[src/sv/psrr_pkg.sv]
// Shared constants, types and codes of the priority round-robin scheduler.
package psrr_pkg;

   localparam int MAX_TASKS = 16;
   localparam int SLOT_W    = (MAX_TASKS > 1) ? $clog2(MAX_TASKS) : 1;
   localparam int CNT_W     = $clog2(MAX_TASKS + 1);

   localparam int ID_W    = 8;
   localparam int PRI_W   = 4;
   localparam int BURST_W = 16;
   localparam int TQ_W    = 8;

   localparam logic [SLOT_W-1:0] LAST_SLOT = SLOT_W'(MAX_TASKS - 1);
   localparam logic [CNT_W-1:0]  FULL_CNT  = CNT_W'(MAX_TASKS);
   localparam logic [TQ_W-1:0]   TQ_RESET  = TQ_W'(10);

   typedef enum logic [0:0] {
      CMD_ADD  = 1'b0,
      CMD_STEP = 1'b1
   } cmd_type;

   typedef enum logic [2:0] {
      ST_IDLE,
      ST_SCAN,
      ST_DECIDE,
      ST_SHIFT,
      ST_RESP
   } state_type;

   typedef struct packed {
      logic [ID_W-1:0]    id;
      logic [PRI_W-1:0]   pri;
      logic [BURST_W-1:0] rem;
   } entry_type;

endpackage

[src/sv/psrr_ifs.sv]
// Handshake channels of the scheduler: request, response and quantum write.
interface psrr_req_if;
   logic                             valid;
   logic                             ready;
   logic                             command;
   logic [psrr_pkg::ID_W-1:0]        task_id;
   logic [psrr_pkg::PRI_W-1:0]       task_priority;
   logic [psrr_pkg::BURST_W-1:0]     burst_length;

   modport source (output valid, command, task_id, task_priority, burst_length,
                   input ready);
   modport sink   (input valid, command, task_id, task_priority, burst_length,
                   output ready);
endinterface

interface psrr_rsp_if;
   logic                             valid;
   logic                             ready;
   logic [psrr_pkg::ID_W-1:0]        served_id;
   logic [psrr_pkg::BURST_W-1:0]     slice_length;
   logic                             task_finished;
   logic                             nothing_ready;
   logic                             table_full;

   modport source (output valid, served_id, slice_length, task_finished,
                   nothing_ready, table_full, input ready);
   modport sink   (input valid, served_id, slice_length, task_finished,
                   nothing_ready, table_full, output ready);
endinterface

interface psrr_csr_if;
   logic                             valid;
   logic                             ready;
   logic [psrr_pkg::TQ_W-1:0]        time_quantum;

   modport source (output valid, time_quantum, input ready);
   modport sink   (input valid, time_quantum, output ready);
endinterface

[src/sv/priority_round_robin_scheduler.sv]
// Add: accept, then the response state. Step: a scan of every filled slot, a decide state
// and, when the task leaves, a shift from the slot after it to close up the table.
// One item in flight; the next is taken once its response sits in the output register.
// Rate is set by the single read port of the task memory, read by the scan and by the shift.
// Reset (synchronous) clears the table count, round-robin pointer, quantum (to 10) and
// handshakes; task memory contents are not cleared and need no clearing pass.
module priority_round_robin_scheduler (
   input  logic             clock,
   input  logic             reset,
   psrr_req_if.sink         req_if,
   psrr_rsp_if.source       rsp_if,
   psrr_csr_if.sink         csr_if
);

   // task table memory, one registered read port, one write port
   psrr_pkg::entry_type task_mem [psrr_pkg::MAX_TASKS];
   psrr_pkg::entry_type rd_data_ff;
   logic [psrr_pkg::SLOT_W-1:0] mem_raddr;
   logic [psrr_pkg::SLOT_W-1:0] mem_waddr;
   psrr_pkg::entry_type         mem_wdata;
   logic                        mem_we;

   psrr_pkg::state_type state_ff, state_in;
   logic [psrr_pkg::CNT_W-1:0]  fill_ff, fill_in;
   logic [psrr_pkg::SLOT_W-1:0] last_ff, last_in;
   logic [psrr_pkg::TQ_W-1:0]   tq_ff;
   logic [psrr_pkg::CNT_W-1:0]  idx_ff, idx_in;
   logic                        proc_ff, proc_in;
   logic [psrr_pkg::SLOT_W-1:0] pidx_ff, pidx_in;

   // scan trackers
   logic [psrr_pkg::PRI_W-1:0]   top_ff, top_in;
   logic [1:0]                   cnt_ff, cnt_in;
   logic [psrr_pkg::SLOT_W-1:0]  first_slot_ff, first_slot_in;
   logic [psrr_pkg::ID_W-1:0]    first_id_ff, first_id_in;
   logic [psrr_pkg::BURST_W-1:0] first_rem_ff, first_rem_in;
   logic                         aft_ok_ff, aft_ok_in;
   logic [psrr_pkg::SLOT_W-1:0]  aft_slot_ff, aft_slot_in;
   logic [psrr_pkg::ID_W-1:0]    aft_id_ff, aft_id_in;
   logic [psrr_pkg::BURST_W-1:0] aft_rem_ff, aft_rem_in;

   // pending result
   logic [psrr_pkg::ID_W-1:0]    res_id_ff, res_id_in;
   logic [psrr_pkg::BURST_W-1:0] res_slice_ff, res_slice_in;
   logic                         res_fin_ff, res_fin_in;
   logic                         res_none_ff, res_none_in;
   logic                         res_full_ff, res_full_in;

   // output register
   logic                         rsp_valid_ff, rsp_valid_in;
   logic [psrr_pkg::ID_W-1:0]    rsp_id_ff;
   logic [psrr_pkg::BURST_W-1:0] rsp_slice_ff;
   logic                         rsp_fin_ff, rsp_none_ff, rsp_full_ff;
   logic                         rsp_load;

   logic                         req_fire;
   logic                         issue;
   logic                         lone;
   logic [psrr_pkg::SLOT_W-1:0]  sel_slot;
   logic [psrr_pkg::ID_W-1:0]    sel_id;
   logic [psrr_pkg::BURST_W-1:0] sel_rem;
   logic [psrr_pkg::BURST_W-1:0] quantum;
   logic                         done;
   logic                         new_top;

   assign req_if.ready = (state_ff == psrr_pkg::ST_IDLE);
   assign req_fire     = req_if.valid && req_if.ready;
   assign csr_if.ready = 1'b1;

   assign rsp_if.valid         = rsp_valid_ff;
   assign rsp_if.served_id     = rsp_id_ff;
   assign rsp_if.slice_length  = rsp_slice_ff;
   assign rsp_if.task_finished = rsp_fin_ff;
   assign rsp_if.nothing_ready = rsp_none_ff;
   assign rsp_if.table_full    = rsp_full_ff;

   // selection made after the scan; the cyclic search from last+1 is the first
   // top-priority slot above last, else the first one overall
   assign lone     = (cnt_ff == 2'd1);
   assign sel_slot = (!lone && aft_ok_ff) ? aft_slot_ff : first_slot_ff;
   assign sel_id   = (!lone && aft_ok_ff) ? aft_id_ff   : first_id_ff;
   assign sel_rem  = (!lone && aft_ok_ff) ? aft_rem_ff  : first_rem_ff;
   assign quantum  = {{(psrr_pkg::BURST_W - psrr_pkg::TQ_W){1'b0}},
                      (tq_ff == '0) ? psrr_pkg::TQ_W'(1) : tq_ff};
   assign done     = lone || (sel_rem <= quantum);
   assign issue    = (idx_ff < fill_ff);
   assign new_top  = (pidx_ff == '0) || (rd_data_ff.pri > top_ff);
   assign rsp_load = !rsp_valid_ff || rsp_if.ready;

   always_comb begin
      state_in      = state_ff;
      fill_in       = fill_ff;
      last_in       = last_ff;
      idx_in        = idx_ff;
      proc_in       = 1'b0;
      pidx_in       = pidx_ff;
      top_in        = top_ff;
      cnt_in        = cnt_ff;
      first_slot_in = first_slot_ff;
      first_id_in   = first_id_ff;
      first_rem_in  = first_rem_ff;
      aft_ok_in     = aft_ok_ff;
      aft_slot_in   = aft_slot_ff;
      aft_id_in     = aft_id_ff;
      aft_rem_in    = aft_rem_ff;
      res_id_in     = res_id_ff;
      res_slice_in  = res_slice_ff;
      res_fin_in    = res_fin_ff;
      res_none_in   = res_none_ff;
      res_full_in   = res_full_ff;
      rsp_valid_in  = rsp_valid_ff && !rsp_if.ready;
      mem_raddr     = idx_ff[psrr_pkg::SLOT_W-1:0];
      mem_waddr     = fill_ff[psrr_pkg::SLOT_W-1:0];
      mem_wdata     = '{id: req_if.task_id, pri: req_if.task_priority,
                        rem: req_if.burst_length};
      mem_we        = 1'b0;

      unique case (state_ff)
         psrr_pkg::ST_IDLE: begin
            if (req_fire) begin
               res_id_in    = '0;
               res_slice_in = '0;
               res_fin_in   = 1'b0;
               res_none_in  = 1'b0;
               res_full_in  = 1'b0;
               state_in     = psrr_pkg::ST_RESP;
               if (req_if.command == psrr_pkg::CMD_ADD) begin
                  if (fill_ff >= psrr_pkg::FULL_CNT) begin
                     res_full_in = 1'b1;
                  end else begin
                     mem_we  = 1'b1;
                     fill_in = fill_ff + 1'b1;
                  end
               end else if (fill_ff == '0) begin
                  res_none_in = 1'b1;
               end else begin
                  idx_in   = '0;
                  state_in = psrr_pkg::ST_SCAN;
               end
            end
         end
         psrr_pkg::ST_SCAN: begin
            if (issue) begin
               proc_in = 1'b1;
               pidx_in = idx_ff[psrr_pkg::SLOT_W-1:0];
               idx_in  = idx_ff + 1'b1;
            end
            if (proc_ff) begin
               if (new_top) begin
                  top_in        = rd_data_ff.pri;
                  cnt_in        = 2'd1;
                  first_slot_in = pidx_ff;
                  first_id_in   = rd_data_ff.id;
                  first_rem_in  = rd_data_ff.rem;
                  aft_ok_in     = (pidx_ff > last_ff);
                  aft_slot_in   = pidx_ff;
                  aft_id_in     = rd_data_ff.id;
                  aft_rem_in    = rd_data_ff.rem;
               end else if (rd_data_ff.pri == top_ff) begin
                  if (cnt_ff != 2'd2) begin
                     cnt_in = cnt_ff + 2'd1;
                  end
                  if (!aft_ok_ff && (pidx_ff > last_ff)) begin
                     aft_ok_in   = 1'b1;
                     aft_slot_in = pidx_ff;
                     aft_id_in   = rd_data_ff.id;
                     aft_rem_in  = rd_data_ff.rem;
                  end
               end
            end
            if (!issue && !proc_ff) begin
               state_in = psrr_pkg::ST_DECIDE;
            end
         end
         psrr_pkg::ST_DECIDE: begin
            res_id_in    = sel_id;
            res_slice_in = done ? sel_rem : quantum;
            res_fin_in   = done;
            if (done) begin
               if (lone || sel_slot == '0) begin
                  last_in = psrr_pkg::LAST_SLOT;
               end else begin
                  last_in = sel_slot - 1'b1;
               end
               idx_in   = psrr_pkg::CNT_W'(sel_slot) + 1'b1;
               state_in = psrr_pkg::ST_SHIFT;
            end else begin
               mem_we    = 1'b1;
               mem_waddr = sel_slot;
               mem_wdata = '{id: sel_id, pri: top_ff, rem: sel_rem - quantum};
               last_in   = sel_slot;
               state_in  = psrr_pkg::ST_RESP;
            end
         end
         psrr_pkg::ST_SHIFT: begin
            // close up the table: entry i+1 moves to slot i
            if (issue) begin
               proc_in = 1'b1;
               pidx_in = idx_ff[psrr_pkg::SLOT_W-1:0];
               idx_in  = idx_ff + 1'b1;
            end
            if (proc_ff) begin
               mem_we    = 1'b1;
               mem_waddr = pidx_ff - 1'b1;
               mem_wdata = rd_data_ff;
            end
            if (!issue && !proc_ff) begin
               fill_in  = fill_ff - 1'b1;
               state_in = psrr_pkg::ST_RESP;
            end
         end
         psrr_pkg::ST_RESP: begin
            if (rsp_load) begin
               rsp_valid_in = 1'b1;
               state_in     = psrr_pkg::ST_IDLE;
            end
         end
         default: begin
            state_in = psrr_pkg::ST_IDLE;
         end
      endcase
   end

   always_ff @(posedge clock) begin
      if (mem_we) begin
         task_mem[mem_waddr] <= mem_wdata;
      end
      rd_data_ff <= task_mem[mem_raddr];
   end

   always_ff @(posedge clock) begin
      if (reset) begin
         state_ff     <= psrr_pkg::ST_IDLE;
         fill_ff      <= '0;
         last_ff      <= psrr_pkg::LAST_SLOT;
         tq_ff        <= psrr_pkg::TQ_RESET;
         proc_ff      <= 1'b0;
         rsp_valid_ff <= 1'b0;
      end else begin
         state_ff     <= state_in;
         fill_ff      <= fill_in;
         last_ff      <= last_in;
         proc_ff      <= proc_in;
         rsp_valid_ff <= rsp_valid_in;
         if (csr_if.valid && csr_if.ready) begin
            tq_ff <= csr_if.time_quantum;
         end
      end
   end

   always_ff @(posedge clock) begin
      idx_ff        <= idx_in;
      pidx_ff       <= pidx_in;
      top_ff        <= top_in;
      cnt_ff        <= cnt_in;
      first_slot_ff <= first_slot_in;
      first_id_ff   <= first_id_in;
      first_rem_ff  <= first_rem_in;
      aft_ok_ff     <= aft_ok_in;
      aft_slot_ff   <= aft_slot_in;
      aft_id_ff     <= aft_id_in;
      aft_rem_ff    <= aft_rem_in;
      res_id_ff     <= res_id_in;
      res_slice_ff  <= res_slice_in;
      res_fin_ff    <= res_fin_in;
      res_none_ff   <= res_none_in;
      res_full_ff   <= res_full_in;
      if (state_ff == psrr_pkg::ST_RESP && rsp_load) begin
         rsp_id_ff    <= res_id_ff;
         rsp_slice_ff <= res_slice_ff;
         rsp_fin_ff   <= res_fin_ff;
         rsp_none_ff  <= res_none_ff;
         rsp_full_ff  <= res_full_ff;
      end
   end

   a_fill_bound: assert property (@(posedge clock) disable iff (reset)
      fill_ff <= psrr_pkg::FULL_CNT)
      else $error("task count beyond table size");

   a_add_grows: assert property (@(posedge clock) disable iff (reset)
      (req_fire && req_if.command == psrr_pkg::CMD_ADD && fill_ff < psrr_pkg::FULL_CNT)
      |=> fill_ff == $past(fill_ff) + 1'b1)
      else $error("accepted add did not grow the table");

   a_shift_shrinks: assert property (@(posedge clock) disable iff (reset)
      (state_ff == psrr_pkg::ST_SHIFT && state_in == psrr_pkg::ST_RESP)
      |=> fill_ff == $past(fill_ff) - 1'b1)
      else $error("finished task did not leave the table");

   a_flags_excl: assert property (@(posedge clock) disable iff (reset)
      rsp_valid_ff |-> $onehot0({rsp_fin_ff, rsp_none_ff, rsp_full_ff}))
      else $error("conflicting response flags");

   a_scan_nonempty: assert property (@(posedge clock) disable iff (reset)
      (state_ff == psrr_pkg::ST_DECIDE) |-> (cnt_ff != 2'd0 && fill_ff != '0))
      else $error("slice chosen from an empty scan");

endmodule
[src/flat_wrapper.sv]
// flat-port wrapper written by rule: the top's interface ports become plain ports
module priority_round_robin_scheduler_flat 
  (clock, reset, req_if_valid, req_if_command, req_if_task_id, req_if_task_priority, req_if_burst_length, req_if_ready, rsp_if_valid, rsp_if_served_id, rsp_if_slice_length, rsp_if_task_finished, rsp_if_nothing_ready, rsp_if_table_full, rsp_if_ready, csr_if_valid, csr_if_time_quantum, csr_if_ready);
  psrr_req_if req_if_i ();
  psrr_rsp_if rsp_if_i ();
  psrr_csr_if csr_if_i ();
  input  logic clock;
  input  logic reset;
  input wire logic [$bits(req_if_i.valid)-1:0] req_if_valid;
  input wire logic [$bits(req_if_i.command)-1:0] req_if_command;
  input wire logic [$bits(req_if_i.task_id)-1:0] req_if_task_id;
  input wire logic [$bits(req_if_i.task_priority)-1:0] req_if_task_priority;
  input wire logic [$bits(req_if_i.burst_length)-1:0] req_if_burst_length;
  output wire logic [$bits(req_if_i.ready)-1:0] req_if_ready;
  output wire logic [$bits(rsp_if_i.valid)-1:0] rsp_if_valid;
  output wire logic [$bits(rsp_if_i.served_id)-1:0] rsp_if_served_id;
  output wire logic [$bits(rsp_if_i.slice_length)-1:0] rsp_if_slice_length;
  output wire logic [$bits(rsp_if_i.task_finished)-1:0] rsp_if_task_finished;
  output wire logic [$bits(rsp_if_i.nothing_ready)-1:0] rsp_if_nothing_ready;
  output wire logic [$bits(rsp_if_i.table_full)-1:0] rsp_if_table_full;
  input wire logic [$bits(rsp_if_i.ready)-1:0] rsp_if_ready;
  input wire logic [$bits(csr_if_i.valid)-1:0] csr_if_valid;
  input wire logic [$bits(csr_if_i.time_quantum)-1:0] csr_if_time_quantum;
  output wire logic [$bits(csr_if_i.ready)-1:0] csr_if_ready;
  assign req_if_i.valid = req_if_valid;
  assign req_if_i.command = req_if_command;
  assign req_if_i.task_id = req_if_task_id;
  assign req_if_i.task_priority = req_if_task_priority;
  assign req_if_i.burst_length = req_if_burst_length;
  assign req_if_ready = req_if_i.ready;
  assign rsp_if_valid = rsp_if_i.valid;
  assign rsp_if_served_id = rsp_if_i.served_id;
  assign rsp_if_slice_length = rsp_if_i.slice_length;
  assign rsp_if_task_finished = rsp_if_i.task_finished;
  assign rsp_if_nothing_ready = rsp_if_i.nothing_ready;
  assign rsp_if_table_full = rsp_if_i.table_full;
  assign rsp_if_i.ready = rsp_if_ready;
  assign csr_if_i.valid = csr_if_valid;
  assign csr_if_i.time_quantum = csr_if_time_quantum;
  assign csr_if_ready = csr_if_i.ready;
  priority_round_robin_scheduler u_core (.clock(clock), .reset(reset), .req_if(req_if_i), .rsp_if(rsp_if_i), .csr_if(csr_if_i));
endmodule
[config.mk]
export PLATFORM = sky130hd
export DESIGN_NAME = priority_round_robin_scheduler_flat
export DESIGN_NICKNAME = d
export VERILOG_FILES = /design/src/sv/psrr_pkg.sv /design/src/sv/psrr_ifs.sv /design/src/sv/priority_round_robin_scheduler.sv /design/src/flat_wrapper.sv
export SDC_FILE = /design/constraint.sdc
export NUM_CORES = 1
export LEC_CHECK = 0
export ABC_CLOCK_PERIOD_IN_PS = 7750
export BUFFER_PORTS_ARGS = -buffer_cell sky130_fd_sc_hd__buf_4
export CAP_MARGIN = 15
export CORE_UTILIZATION = 40
export DETAILED_ROUTE_END_ITERATION = 10
export PLACE_DENSITY = 0.51
export SETUP_SLACK_MARGIN = 0.05
export SLEW_MARGIN = 25
export SYNTH_ARGS = -nofsm -noshare
export SYNTH_HDL_FRONTEND = slang
export SYNTH_SLANG_ARGS = --single-unit
[constraint.sdc]
create_clock -name clock -period 7.75 [get_ports clock]
set_clock_uncertainty 0.1 [all_clocks]
set_input_delay 1.9375 -clock clock [delete_from_list [all_inputs] [get_ports clock]]
set_output_delay 1.9375 -clock clock [all_outputs]
set_load 0.01 [all_outputs]
==> out/metrics.json <==
{
  "number_of_synthesized_flops_with_an_enable_pin": {"value": 574},
  "maximum_number_of_pins_on_one_net_before_global_route_repair": {"value": 60},
  "viasPerCell": {"value": 5.42},
  "ant_nets": {"value": 0},
  "final_layout_size_suffix_gt1_frac": {"value": 0.255},
  "setup_crit_start_kind": {"value": "flip-flop"},
  "fin_hold_ws": {"value": 316, "unit": "ps"},
  "grt_first_pass_wirelength": {"value": 87400, "unit": "µm"},
  "final_net_count": {"value": 1546},
  "n_antenna_cell": {"value": 0},
  "gates_resized_cts_repair": {"value": 0},
  "post_synth_inst_count": {"value": 1353},
  "synth.lib_cells_used.distinct": {"value": 68},
  "detailedRoute.firstIterationViolations": {"value": 1187},
  "time_the_final_worst_path_needs_with_i_o_delays_and_setup": {"value": 5400, "unit": "ps"},
  "cts_setup_buffers": {"value": 0},
  "instances_no_fill": {"value": 2364},
  "first_global_vias": {"value": 12700},
  "path_clk_slew": {"value": 60, "unit": "ps"},
  "worstPathArrival": {"value": 5570, "unit": "ps"},
  "synth_area_leaders": {"value": "sky130_fd_sc_hd__edfxtp_1, sky130_fd_sc_hd__mux4_2, sky130_fd_sc_hd__dfxtp_1"},
  "cts_tree": {"value": "done"},
  "start_util": {"value": 0.405},
  "final_common_cell": {"value": "sky130_fd_sc_hd__edfxtp_1"},
  "crit_path_end_kind": {"value": "flip-flop"},
  "routability_congestion_estimate": {"value": 0.829},
  "postSynth.topFlopCell": {"value": "sky130_fd_sc_hd__edfxtp_1"},
  "critPathMaxFanout": {"value": 29},
  "cts_made_buffers": {"value": 68},
  "area_growth_syn_to_layout": {"value": 15.7, "unit": "%"},
  "timing.max_slew.rel_slack": {"value": 0.338},
  "ys_async_sr_fraction": {"value": 0},
  "num_vias": {"value": 12800},
  "timing_worst_setup_path_type": {"value": "flip-flop to flip-flop"},
  "global_route.usage.total": {"value": 0.190},
  "worst-endpoint-required": {"value": 7910, "unit": "ps"},
  "synthesis_warnings": {"value": 0},
  "cellPowerDensity": {"value": 294, "unit": "nW/µm²"},
  "most-common-layout-cells": {"value": "sky130_fd_sc_hd__edfxtp_1, sky130_fd_sc_hd__mux4_2, sky130_fd_sc_hd__buf_4"},
  "die_height": {"value": 252, "unit": "µm"},
  "remaining_global_route_overflow": {"value": 0},
  "worst_pin_slew": {"value": 993, "unit": "ps"},
  "outcome": {"value": "finished, final reports clean"},
  "dp_hpwl": {"value": 38500, "unit": "µm"},
  "maxClockFrequency": {"value": 0.185, "unit": "GHz"},
  "number_of_antenna_violations_at_the_first_check_in_global_routing": {"value": 2},
  "clkSinkCount": {"value": 624},
  "dr.pass1.iters": {"value": 5},
  "worstHoldPathType": {"value": "flip-flop to flip-flop"},
  "synth.largest_area_cell": {"value": "sky130_fd_sc_hd__edfxtp_1"},
  "ir_drop": {"value": 150, "unit": "µV"},
  "finish.utilization": {"value": 0.468},
  "setup_tns": {"value": 0, "unit": "ps"},
  "post_cts_hold_buffer_count": {"value": 0},
  "max_clock_buf_depth": {"value": 3},
  "syn-num-nets": {"value": 1426},
  "synthesis.area": {"value": 25000, "unit": "µm²"},
  "power_leakage": {"value": 0.00969, "unit": "µW"},
  "cts_max_level": {"value": 3},
  "cts-root-buf": {"value": "sky130_fd_sc_hd__clkbuf_16"},
  "totalPowerFinal": {"value": 8500, "unit": "µW"},
  "multiInputGateArea": {"value": 6470, "unit": "µm²"},
  "die_width": {"value": 252, "unit": "µm"},
  "seq_area_frac_synth": {"value": 0.730},
  "timing.final.max_slew_violations": {"value": 0},
  "final-seq-area": {"value": 18200, "unit": "µm²"},
  "setup_violations": {"value": 0},
  "io_pins": {"value": 72},
  "fill_cells": {"value": 5273},
  "yosysTopAreaCellShare": {"value": 0.690},
  "wl_per_cell": {"value": 24.9, "unit": "µm"},
  "place_inst": {"value": 2240},
  "coreArea": {"value": 61700, "unit": "µm²"},
  "hold_viol_final": {"value": 0},
  "unrepaired_setup_endpoints_after_global_routing": {"value": "false"},
  "postRouteWirelength": {"value": 58900, "unit": "µm"},
  "drc": {"value": 0},
  "synth_register_bits": {"value": 624},
  "placement.io_buffers": {"value": 70},
  "post_synth.cell_area_avg": {"value": 18.5, "unit": "µm²"},
  "die_area": {"value": 63400, "unit": "µm²"},
  "worst_skew_pair.late_latency": {"value": 600, "unit": "ps"},
  "maxCapViolations": {"value": 0},
  "finalCritPeriodShare": {"value": 0.697},
  "rows": {"value": 91}
}
## kinds of logic after synthesis
family,synth area share
other,0.000150
and+or+nand+nor,0.0466
muxes,0.141
DFF,0.730
adders and majority gates,0.0161
xor gates and xnor gates,0.00877
AOI/OAI and AO/OA,0.0406
buffers and inverters,0.0165
## flip-flops by register name, summed over array words and instances, names as in the netlist, 5 cells and up
signal	count
u_core.fill_ff	5
u_core.idx_ff	5
u_core.aft_rem_ff	16
u_core.rsp_if.served_id	8
u_core.rsp_if.slice_length	16
u_core.rd_data_ff	28
u_core.task_mem	448
u_core.first_rem_ff	16
u_core.res_slice_ff	16
u_core.first_id_ff	8
u_core.aft_id_ff	8
u_core.res_id_ff	8
u_core.tq_ff	8
## stage by stage
| stage | worst slack [ps] | cell area [µm²] |
|---|---|---|
| 2_1_floorplan | 1570 | 25000 |
| 3_3_place_gp | 2430 | 26700 |
| 3_5_place_dp | 2280 | 26800 |
| 4_1_cts | 2290 | 28900 |
| 5_1_grt | 1920 | 28900 |
| 6_report | 2350 | 28900 |
## critical path: stages, from the launching register on
cell and delay (ps):
sky130_fd_sc_hd__edfxtp_1 400, sky130_fd_sc_hd__inv_1 70, sky130_fd_sc_hd__ha_1 300, sky130_fd_sc_hd__nand2b_4 530, sky130_fd_sc_hd__mux2i_1 370, sky130_fd_sc_hd__inv_1 80
sky130_fd_sc_hd__ha_1 290, sky130_fd_sc_hd__nand4_1 100, sky130_fd_sc_hd__o2bb2ai_1 170, sky130_fd_sc_hd__a21o_1 310, sky130_fd_sc_hd__a31o_2 480, sky130_fd_sc_hd__a2bb2oi_1 250
sky130_fd_sc_hd__nand2_1 380, sky130_fd_sc_hd__nor3_2 760, sky130_fd_sc_hd__buf_4 440
## cell usage after synthesis (all sizes together), types with 7 or more instances
| cell | count |
|---|---|
| xor2 | 11 |
| nor2 | 67 |
| buf | 24 |
| inv | 34 |
| a221o | 7 |
| a21oi | 41 |
| xnor2 | 14 |
| nor3 | 29 |
| nand2 | 101 |
| nor2b | 11 |
| ha | 29 |
| edfxtp | 574 |
| nand4 | 7 |
| mux2i | 33 |
| dfxtp | 50 |
| mux4 | 140 |
| o211ai | 8 |
| a21o | 11 |
| a22oi | 7 |
| clkbuf | 41 |
| o21ai | 23 |
| nand2b | 12 |
## power by group
part	internal, µW	switching [µW]	total (µW)	leakage, µW
Sequential	4050	113	4160	0.00563
Combinational	491	741	1230	0.00304
Clock	1830	1270	3100	0.00103
## cell type report
| class | instances | area share |
|---|---|---|
| clock inverter | 30 | 0.0111 |
| inverter | 34 | 0.00442 |
| clock buffer | 94 | 0.0623 |
| sequential | 624 | 0.631 |
| multi-input combinational | 630 | 0.224 |
| tap | 837 | 0.0362 |
| timing repair buffer | 115 | 0.0313 |
## final timing paths
kind	end	start	cells after the start	slack (ps)
max	u_core.task_mem[1][17]$_DFFE_PP_	u_core.cnt_ff[1]$_SDFFCE_PP0P_	14	2350
min	u_core.rsp_if.slice_length[6]$_DFFE_PP_	u_core.res_slice_ff[6]$_SDFFCE_PN0P_	0	320
max reg2reg	u_core.task_mem[1][17]$_DFFE_PP_	u_core.cnt_ff[1]$_SDFFCE_PP0P_	14	2350
min reg2reg	u_core.rsp_if.slice_length[6]$_DFFE_PP_	u_core.res_slice_ff[6]$_SDFFCE_PN0P_	0	320
## metal layers
metal  track usage  up-vias  wire length [µm]
li1              -     5670                 -
met1         0.294     6734             28700
met2         0.279      325             26300
met3        0.0347       79              2870
met4        0.0454        0              1010
met5             0        -                 0
(Power assumes the default switching activity.)
